==> config.mk <==
export PLATFORM = sky130hd
export DESIGN_NAME = key_debounce_long_press_flat
export DESIGN_NICKNAME = d
export VERILOG_FILES = /design/src/design/kdlp_pkg.sv /design/src/design/kdlp_ifs.sv /design/src/design/kdlp_key_update.sv /design/src/design/key_debounce_long_press.sv /design/src/flat_wrapper.sv
export SDC_FILE = /design/constraint.sdc
export NUM_CORES = 1
export LEC_CHECK = 0
export ABC_AREA = 1
export ABC_CLOCK_PERIOD_IN_PS = 4850
export CAP_MARGIN = 20
export CORE_ASPECT_RATIO = 0.7
export CORE_MARGIN = 1.5
export CORE_UTILIZATION = 30
export CTS_CLUSTER_DIAMETER = 80
export DETAILED_ROUTE_END_ITERATION = 10
export DONT_BUFFER_PORTS = 1
export PLACE_DENSITY = 0.48
export SYNTH_ARGS = -nofsm -noshare
export SYNTH_HDL_FRONTEND = slang
export SYNTH_HIERARCHICAL = 1
export SYNTH_SLANG_ARGS = --single-unit
==> constraint.sdc <==
create_clock -name clk -period 4.85 [get_ports clk]
set_clock_uncertainty 0.05 [all_clocks]
set_input_delay 0.485 -clock clk [delete_from_list [all_inputs] [get_ports clk]]
set_output_delay 0.485 -clock clk [all_outputs]
set_load 0.005 [all_outputs]
==> src/design/kdlp_pkg.sv <==
package kdlp_pkg;

    // Default sizes
    localparam int NUM_KEYS_DEF    = 6;
    localparam int COUNT_WIDTH_DEF = 16;

    // Register field widths
    localparam int TICK_W    = 16;
    localparam int MASK_W    = 6;
    localparam int CFG_IDX_W = 2;
    localparam int CFG_DAT_W = 16;

    // Register reset values
    localparam logic [TICK_W-1:0] DEBOUNCE_RST  = 16'd2;
    localparam logic [TICK_W-1:0] LONG_RST      = 16'd100;
    localparam logic [MASK_W-1:0] IDLE_MASK_RST = 6'd48;

    // Configuration register indexes
    typedef enum logic [CFG_IDX_W-1:0] {
        REG_DEBOUNCE  = 2'd0,
        REG_LONG      = 2'd1,
        REG_IDLE_MASK = 2'd2
    } cfg_reg_t;

    // Per-key mode, as reported in key_states
    typedef enum logic [1:0] {
        MODE_RELEASED = 2'd0,
        MODE_BOUNCING = 2'd1,
        MODE_SHORT    = 2'd2,
        MODE_LONG     = 2'd3
    } key_mode_t;

    // Press thresholds handed to the key update logic
    typedef struct packed {
        logic [TICK_W-1:0] debounce_ticks;
        logic [TICK_W-1:0] long_press_ticks;
    } thresh_t;

endpackage

==> src/design/kdlp_ifs.sv <==
interface kdlp_in_if #(
    parameter int NUM_KEYS = kdlp_pkg::NUM_KEYS_DEF
);
    logic                valid;
    logic                ready;
    logic [NUM_KEYS-1:0] pin_levels;

    modport source (output valid, output pin_levels, input ready);
    modport sink   (input valid, input pin_levels, output ready);
endinterface

interface kdlp_out_if #(
    parameter int NUM_KEYS = kdlp_pkg::NUM_KEYS_DEF
);
    logic                  valid;
    logic                  ready;
    logic [2*NUM_KEYS-1:0] key_states;

    modport source (output valid, output key_states, input ready);
    modport sink   (input valid, input key_states, output ready);
endinterface

interface kdlp_cfg_if;
    logic                           valid;
    logic                           ready;
    logic [kdlp_pkg::CFG_IDX_W-1:0] index;
    logic [kdlp_pkg::CFG_DAT_W-1:0] data;

    modport source (output valid, output index, output data, input ready);
    modport sink   (input valid, input index, input data, output ready);
endinterface

==> src/design/kdlp_key_update.sv <==
module kdlp_key_update #(
    parameter int COUNT_WIDTH = kdlp_pkg::COUNT_WIDTH_DEF
) (
    input  logic                    pressed,
    input  kdlp_pkg::key_mode_t     mode_in,
    input  logic [COUNT_WIDTH-1:0]  count_in,
    input  kdlp_pkg::thresh_t       thresh,
    output kdlp_pkg::key_mode_t     mode_out,
    output logic [COUNT_WIDTH-1:0]  count_out
);

    localparam int CMP_W = (COUNT_WIDTH > kdlp_pkg::TICK_W) ? COUNT_WIDTH : kdlp_pkg::TICK_W;

    logic [COUNT_WIDTH-1:0] count_inc;
    logic [CMP_W-1:0]       inc_ext;
    logic                   reach_deb;
    logic                   reach_long;

    // Saturating increment and threshold compares
    assign count_inc  = (&count_in) ? count_in : count_in + COUNT_WIDTH'(1);
    assign inc_ext    = CMP_W'(count_inc);
    assign reach_deb  = inc_ext >= CMP_W'(thresh.debounce_ticks);
    assign reach_long = inc_ext >= CMP_W'(thresh.long_press_ticks);

    // Advance one key by one scan tick; release always wins
    always_comb
    begin
        mode_out  = mode_in;
        count_out = count_in;
        unique case (mode_in)
            kdlp_pkg::MODE_RELEASED:
            begin
                if (pressed)
                begin
                    count_out = count_inc;
                    mode_out  = reach_deb ? kdlp_pkg::MODE_SHORT : kdlp_pkg::MODE_BOUNCING;
                end
            end
            kdlp_pkg::MODE_BOUNCING:
            begin
                if (pressed)
                begin
                    count_out = count_inc;
                    if (reach_deb)
                    begin
                        mode_out = kdlp_pkg::MODE_SHORT;
                    end
                end
                else
                begin
                    mode_out  = kdlp_pkg::MODE_RELEASED;
                    count_out = '0;
                end
            end
            kdlp_pkg::MODE_SHORT:
            begin
                if (pressed)
                begin
                    count_out = count_inc;
                    if (reach_long)
                    begin
                        mode_out = kdlp_pkg::MODE_LONG;
                    end
                end
                else
                begin
                    mode_out  = kdlp_pkg::MODE_RELEASED;
                    count_out = '0;
                end
            end
            default:
            begin
                if (!pressed)
                begin
                    mode_out  = kdlp_pkg::MODE_RELEASED;
                    count_out = '0;
                end
            end
        endcase
    end

endmodule

==> src/design/key_debounce_long_press.sv <==
// Channel   Dir  Beat payload                    Accepted when
// key_in    in   pin_levels  [NUM_KEYS-1:0]      valid && ready
// key_out   out  key_states  [2*NUM_KEYS-1:0]    valid && ready
// cfg       in   index [1:0], data [15:0]        valid && ready (ready always high)
//
// Keys are updated one per cycle, unless the last key of a tick holds for queue
// room, through the single read port of the key-state memory, and the next tick
// starts the cycle after the last key of the previous one is read.
// Reset clears the per-key valid bits; no clearing pass, ticks are taken at once.
// Results wait in a two-entry queue; the last key of a tick holds while it has no room.
module key_debounce_long_press #(
    parameter int NUM_KEYS    = kdlp_pkg::NUM_KEYS_DEF,
    parameter int COUNT_WIDTH = kdlp_pkg::COUNT_WIDTH_DEF
) (
    input  logic        clk,
    input  logic        rst_n,
    kdlp_in_if.sink     key_in,
    kdlp_out_if.source  key_out,
    kdlp_cfg_if.sink    cfg
);

    localparam int KEY_W = (NUM_KEYS > 1) ? $clog2(NUM_KEYS) : 1;
    localparam int ENT_W = 2 + COUNT_WIDTH;
    localparam int OUT_W = 2 * NUM_KEYS;
    localparam logic [KEY_W-1:0] LAST_KEY = KEY_W'(NUM_KEYS - 1);

    // Configuration
    kdlp_pkg::thresh_t   thresh_reg;
    logic [NUM_KEYS-1:0] mask_reg;
    logic [NUM_KEYS-1:0] mask_rst;
    logic [NUM_KEYS-1:0] mask_wr;

    // Tick sequencer
    logic                busy_reg;
    logic [KEY_W-1:0]    key_idx_reg;
    logic [NUM_KEYS-1:0] pressed_reg;
    logic                is_last;
    logic                room;
    logic                issue;
    logic                accept_in;

    // Key-state memory and update stage
    logic [ENT_W-1:0]    mem [NUM_KEYS];
    logic [NUM_KEYS-1:0] vld_reg;
    logic [ENT_W-1:0]    rd_data_reg;
    logic                rd_vld_reg;
    logic                s2_valid_reg;
    logic                s2_last_reg;
    logic [KEY_W-1:0]    s2_key_reg;
    logic                s2_pressed_reg;
    logic                fwd_valid_reg;
    logic [KEY_W-1:0]    fwd_key_reg;
    logic [ENT_W-1:0]    fwd_ent_reg;
    logic [ENT_W-1:0]    ent_cur;
    logic [ENT_W-1:0]    ent_next;
    kdlp_pkg::key_mode_t mode_next;
    logic [COUNT_WIDTH-1:0] count_next;
    logic [OUT_W-1:0]    acc_reg;
    logic [OUT_W-1:0]    acc_next;

    // Result queue
    logic [OUT_W-1:0]    q_data_reg [2];
    logic                q_wr_reg;
    logic                q_rd_reg;
    logic [1:0]          q_cnt_reg;
    logic                push;
    logic                pop;

    // Map the 6-bit mask field onto the key lanes
    for (genvar i = 0; i < NUM_KEYS; i++)
    begin : g_mask
        if (i < kdlp_pkg::MASK_W)
        begin : g_used
            assign mask_rst[i] = kdlp_pkg::IDLE_MASK_RST[i];
            assign mask_wr[i]  = cfg.data[i];
        end
        else
        begin : g_zero
            assign mask_rst[i] = 1'b0;
            assign mask_wr[i]  = 1'b0;
        end
    end

    assign cfg.ready = 1'b1;

    // Write configuration registers; unknown indexes drop
    always_ff @(posedge clk or negedge rst_n)
    begin
        if (!rst_n)
        begin
            thresh_reg.debounce_ticks   <= kdlp_pkg::DEBOUNCE_RST;
            thresh_reg.long_press_ticks <= kdlp_pkg::LONG_RST;
            mask_reg                    <= mask_rst;
        end
        else if (cfg.valid)
        begin
            unique case (kdlp_pkg::cfg_reg_t'(cfg.index))
                kdlp_pkg::REG_DEBOUNCE:  thresh_reg.debounce_ticks   <= cfg.data;
                kdlp_pkg::REG_LONG:      thresh_reg.long_press_ticks <= cfg.data;
                kdlp_pkg::REG_IDLE_MASK: mask_reg                    <= mask_wr;
                default: ;
            endcase
        end
    end

    // Issue keys in order; hold the last key while the queue has no room
    assign is_last = (key_idx_reg == LAST_KEY);
    assign push    = s2_valid_reg & s2_last_reg;
    assign pop     = key_out.valid & key_out.ready;
    assign room    = (3'(q_cnt_reg) + 3'(push) - 3'(pop)) < 3'd2;
    assign issue   = busy_reg & (~is_last | room);

    assign key_in.ready = ~busy_reg | (issue & is_last);
    assign accept_in    = key_in.valid & key_in.ready;

    always_ff @(posedge clk or negedge rst_n)
    begin
        if (!rst_n)
        begin
            busy_reg    <= 1'b0;
            key_idx_reg <= '0;
        end
        else if (accept_in)
        begin
            busy_reg    <= 1'b1;
            key_idx_reg <= '0;
        end
        else if (issue)
        begin
            if (is_last)
            begin
                busy_reg <= 1'b0;
            end
            else
            begin
                key_idx_reg <= key_idx_reg + KEY_W'(1);
            end
        end
    end

    // Latch pressed flags of the accepted beat
    always_ff @(posedge clk)
    begin
        if (accept_in)
        begin
            pressed_reg <= key_in.pin_levels ^ mask_reg;
        end
    end

    // Key-state memory: registered read, write back from the update stage
    always_ff @(posedge clk)
    begin
        if (issue)
        begin
            rd_data_reg <= mem[key_idx_reg];
        end
        if (s2_valid_reg)
        begin
            mem[s2_key_reg] <= ent_next;
        end
    end

    // Track written entries and the update stage control
    always_ff @(posedge clk or negedge rst_n)
    begin
        if (!rst_n)
        begin
            vld_reg       <= '0;
            rd_vld_reg    <= 1'b0;
            s2_valid_reg  <= 1'b0;
            s2_last_reg   <= 1'b0;
            fwd_valid_reg <= 1'b0;
        end
        else
        begin
            s2_valid_reg  <= issue;
            s2_last_reg   <= issue & is_last;
            fwd_valid_reg <= s2_valid_reg;
            if (issue)
            begin
                rd_vld_reg <= vld_reg[key_idx_reg];
            end
            if (s2_valid_reg)
            begin
                vld_reg[s2_key_reg] <= 1'b1;
            end
        end
    end

    always_ff @(posedge clk)
    begin
        if (issue)
        begin
            s2_key_reg     <= key_idx_reg;
            s2_pressed_reg <= pressed_reg[key_idx_reg];
        end
        if (s2_valid_reg)
        begin
            fwd_key_reg <= s2_key_reg;
            fwd_ent_reg <= ent_next;
            acc_reg     <= acc_next;
        end
    end

    // Forward the write of the previous cycle; unwritten entries read as released
    always_comb
    begin
        if (fwd_valid_reg && (fwd_key_reg == s2_key_reg))
        begin
            ent_cur = fwd_ent_reg;
        end
        else if (rd_vld_reg)
        begin
            ent_cur = rd_data_reg;
        end
        else
        begin
            ent_cur = '0;
        end
    end

    kdlp_key_update #(
        .COUNT_WIDTH (COUNT_WIDTH)
    ) u_kdlp_key_update (
        .pressed   (s2_pressed_reg),
        .mode_in   (kdlp_pkg::key_mode_t'(ent_cur[ENT_W-1 -: 2])),
        .count_in  (ent_cur[COUNT_WIDTH-1:0]),
        .thresh    (thresh_reg),
        .mode_out  (mode_next),
        .count_out (count_next)
    );

    assign ent_next = {mode_next, count_next};

    // Place the new mode in its field of the packed result
    always_comb
    begin
        acc_next = acc_reg;
        acc_next[s2_key_reg*2 +: 2] = mode_next;
    end

    // Result queue pointers
    always_ff @(posedge clk or negedge rst_n)
    begin
        if (!rst_n)
        begin
            q_wr_reg  <= 1'b0;
            q_rd_reg  <= 1'b0;
            q_cnt_reg <= '0;
        end
        else
        begin
            if (push)
            begin
                q_wr_reg <= ~q_wr_reg;
            end
            if (pop)
            begin
                q_rd_reg <= ~q_rd_reg;
            end
            q_cnt_reg <= q_cnt_reg + 2'(push) - 2'(pop);
        end
    end

    always_ff @(posedge clk)
    begin
        if (push)
        begin
            q_data_reg[q_wr_reg] <= acc_next;
        end
    end

    assign key_out.valid      = (q_cnt_reg != 2'd0);
    assign key_out.key_states = q_data_reg[q_rd_reg];

endmodule

==> src/flat_wrapper.sv <==
// flat-port wrapper written by rule: the top's interface ports become plain ports
module key_debounce_long_press_flat 
#(
    parameter int NUM_KEYS    = kdlp_pkg::NUM_KEYS_DEF,
    parameter int COUNT_WIDTH = kdlp_pkg::COUNT_WIDTH_DEF
)
  (clk, rst_n, key_in_valid, key_in_pin_levels, key_in_ready, key_out_valid, key_out_key_states, key_out_ready, cfg_valid, cfg_index, cfg_data, cfg_ready);
  kdlp_in_if #(.NUM_KEYS(NUM_KEYS)) key_in_i ();
  kdlp_out_if #(.NUM_KEYS(NUM_KEYS)) key_out_i ();
  kdlp_cfg_if cfg_i ();
  input  logic clk;
  input  logic rst_n;
  input wire logic [$bits(key_in_i.valid)-1:0] key_in_valid;
  input wire logic [$bits(key_in_i.pin_levels)-1:0] key_in_pin_levels;
  output wire logic [$bits(key_in_i.ready)-1:0] key_in_ready;
  output wire logic [$bits(key_out_i.valid)-1:0] key_out_valid;
  output wire logic [$bits(key_out_i.key_states)-1:0] key_out_key_states;
  input wire logic [$bits(key_out_i.ready)-1:0] key_out_ready;
  input wire logic [$bits(cfg_i.valid)-1:0] cfg_valid;
  input wire logic [$bits(cfg_i.index)-1:0] cfg_index;
  input wire logic [$bits(cfg_i.data)-1:0] cfg_data;
  output wire logic [$bits(cfg_i.ready)-1:0] cfg_ready;
  assign key_in_i.valid = key_in_valid;
  assign key_in_i.pin_levels = key_in_pin_levels;
  assign key_in_ready = key_in_i.ready;
  assign key_out_valid = key_out_i.valid;
  assign key_out_key_states = key_out_i.key_states;
  assign key_out_i.ready = key_out_ready;
  assign cfg_i.valid = cfg_valid;
  assign cfg_i.index = cfg_index;
  assign cfg_i.data = cfg_data;
  assign cfg_ready = cfg_i.ready;
  key_debounce_long_press #(.NUM_KEYS(NUM_KEYS), .COUNT_WIDTH(COUNT_WIDTH)) u_core (.clk(clk), .rst_n(rst_n), .key_in(key_in_i), .key_out(key_out_i), .cfg(cfg_i));
endmodule
==> metrics.md <==
| Metric | Value |
|---|---|
| Status | `completed` |
| CP Max Fanout | `8` |
| Data arrival, critical path | `4760 ps` |
| DR iter-0 viols | `584` |
| Core Box Area | `just under 40000 um^2` |
| Max_cap viols | `0` |
| # setup viols final | `0` |
| Number of diodes | `0` |
| DP Area | `12400 um^2` |
| Net Sw Power | `about 4.2 mW` |
| Via Count | `7925` |
| Lkg Pwr | `5.62 nW` |
| I/O Pins | `between 40 and 50` |
| Synthesized net count | `1244` |
| Setup repair after global routing missed its margin | `false` |
| Peak supply drop | `0.320 mV` |
| Part of the power in registers | `38.3%` |
| Worst R2R Setup Slack | `400 ps` |
| Hold endpoint | `u_core/thresh_reg[6]` |
| Vias/cell | `4.56` |
| Worst slew pin tran | `1010 ps` |
| Worst setup slack after layout | `between 300 and 400 ps` |
| Hold_ws | `40.4 ps` |
| Syn Std Cell Area | `11700 um^2` |
| Ranking of synthesized cells by area | `edfxtp_1, nand2_1, dfrtp_1` |
| Clk buf depth | `3` |
| Register bit total from synthesis | `249` |
| Setup Total Neg Slack | `0 ps` |
| Hold path depth | `2` |
| Most frequent cells in the layout | `nand2_1, edfxtp_1, inv_1, nand3_1, o21ai_0` |
| Ys Warns | `6` |
| Pre-CTS setup slack | `~120 ps` |
| CTS Sinks | `249` |
| Worst Path Required | `5150 ps` |
| Total GRT Usage | `a little over an eighth` |
| CTS tree | `yes` |
| Dpl hpwl | `between 15000 and 20000 um` |
| R2r worst-path depth | `24` |
| Reg clk slew, reported paths | `60 ps` |
| Post-synth top flop | `edfxtp_1` |
| Cell-internal power | `5.86 mW` |
| Largest net degree at the start of global routing | `66` |
| Initial antenna violation count | `0` |
| Total wire length | `~28000 um` |
| Wire per inst | `between 15 and 20 um` |
| Nets | `1267` |
| Post-route DRC | `0` |
| Later-pin clock latency in the skew report | `530 ps` |
| TritonCTS buffer count | `25` |
| R2r startpoint | `u_core/s2_key_reg[2]` |
| Initial Util | `30.5%` |
| EDFF count, synth | `between 150 and 200` |
| Worst Setup End Kind | `flip-flop` |
| Crit path kind | `flip-flop to flip-flop` |
| Final Cycle Share | `91.8%` |
| Final core utilization | `34.8%` |
| Pwr Density | `751 nW/um^2` |
| Period minus WS final | `4450 ps` |
| Area of the die | `slightly above 40000 um^2` |
| PortBufs | `0` |
| Slew Viols, Final | `0` |
| Mapped Cells | `1171` |
| CP startpoint kind | `flip-flop` |
| First-pass GRT wire length | `43100 um` |
| Clock power frac | `17.6%` |
| Sw Share | `between 40% and 50%` |
| Depth of the CTS H-tree | `1` |
| Number of global-route vias before repair | `7524` |
| Die height | `168 um` |
| Post-Place Cells | `1681` |
| P&R area growth vs syn | `14.0%` |
| RePlAce Congestion | `0.853` |
| RR Endpoint | `u_core/q_data_reg[0][5]` |
| Rows | `60` |
| Share of cells above drive strength 1 | `a little under a tenth` |
| Distinct cells, synth | `42` |
| Synth top area share | `49.5%` |
| Maximum clock frequency | `between 200 and 250 MHz` |
| Non-Filler Instances | `roughly 1.7k` |
| Min-delay src | `cfg_data[6]` |
| Die Wd | `239 um` |
| Synth Area per Inst | `between 10 and 15 um^2` |
| HP Class | `input port to flip-flop` |
| Final Instance Area | `around 13000 um^2` |
| Slew HR | `around a third` |
| Final hold viol count | `0` |
| Post-synthesis sequential area ratio | `61.5%` |
| Final Power | `about 10 mW` |
| CTS Root Cell | `clkbuf_16` |
| Leading cell type in the layout, fill and taps excluded | `nand2_1` |
| Area leader, netlist | `edfxtp_1` |
| Post-synth ARST share | `22.5%` |
| DRT Pass-1 Iters | `5` |
| Grt total ovfl | `0` |
| Max reg flops | `108` |
| DRT antenna net count | `0` |
| Combinational share of power | `44.1%` |
[power groups by stage]
stage / Clock, mW / Combinational, mW / Sequential [mW]
2_1_floorplan: 0 / 2.91 / 3.75
3_3_place_gp: 0 / 4.17 / 3.89
3_5_place_dp: 0 / 4.21 / 3.89
4_1_cts: 1.82 / 4.24 / 3.85
5_1_grt: 1.91 / 5.01 / 3.92
6_report: 1.77 / 4.42 / 3.84
[metal layers]
metal	vias up	global-route usage (%)	part of all wire [%]
met3	33	2.82	5.6
li1	3979	-	-
met2	196	19.3	41
met5	-	0	0
met1	3717	21.4	52
met4	0	2.94	1.6
[kinds of logic (layout without fill, tap and decap cells)]
family | after synthesis | in the layout | share of synthesized area, %
xor+xnor | 20 | 20 | 1.50
flops | 249 | 249 | 61.5
compound gates | 165 | 165 | 7.57
fa+ha+maj | 44 | 44 | 4.76
buf+inv | 173 | 214 | 5.87
simple gates | 519 | 519 | 18.8
other cells | 1 | 1 | 0.0320
[critical path, stage by stage, from the launching register on]
cell and delay [ps]:
edfxtp_1 470, xor2_1 220, a21oi_4 300, buf_12 170, nand3_1 60, nand2_1 130
ha_1 220, nand3_2 140, nor2_4 230, nand2_1 120, o21ai_0 170, nand3_1 160
ha_1 340, nand4_1 150, nor2_1 210, nand2_1 120, nand2_1 90, nand3_1 70
nand3_1 130, nand2_1 70, inv_1 120, nand2_1 90, nor2_1 150, nand3_1 90
o21ai_1 210
[cells in the mapped netlist (4+ instances only)]
cell type	number
nand2_1	337
o21ai_0	110
xor2_1	17
nand4_1	12
nor2_1	51
nand3_1	101
nor2_4	4
dfrtp_1	50
clkbuf_1	27
buf_4	5
a22oi_1	9
ha_1	43
edfxtp_1	193
dfstp_2	6
buf_2	8
a21oi_1	18
o21ai_1	16
inv_1	127
[final cells by class]
class	count	area [um^2]
repair buffers	38	367
well taps	527	659
clock inverters	16	87.6
inverters	131	494
flip-flops and latches	249	7210
fillers	3894	25100
clock buffers	29	641
multi-input cells	749	3900
[worst max-delay path by stage]
stage,cells past startpoint,start,end,slack [ps]
global route,24,u_core/s2_key_reg[2],u_core/q_data_reg[1][5],5
detailed placement,25,u_core/s2_key_reg[2],u_core/q_data_reg[1][4],120
global placement,25,u_core/s2_key_reg[2],u_core/q_data_reg[0][4],310
CTS,25,u_core/s2_key_reg[2],u_core/q_data_reg[1][4],80
floorplan,28,u_core/s2_key_reg[2],u_core/acc_reg[4],1010
finish,24,u_core/s2_key_reg[2],u_core/q_data_reg[0][5],400
[repair_timing]
action                                  CTS  global route
gates resized for setup                   0            24
endpoints found under the hold margin    60             0
hold buffers                              3             0
endpoints found under the setup margin    0            36
buffers inserted                          0             7
No activity file was read; power rests on OpenSTA's default activity.
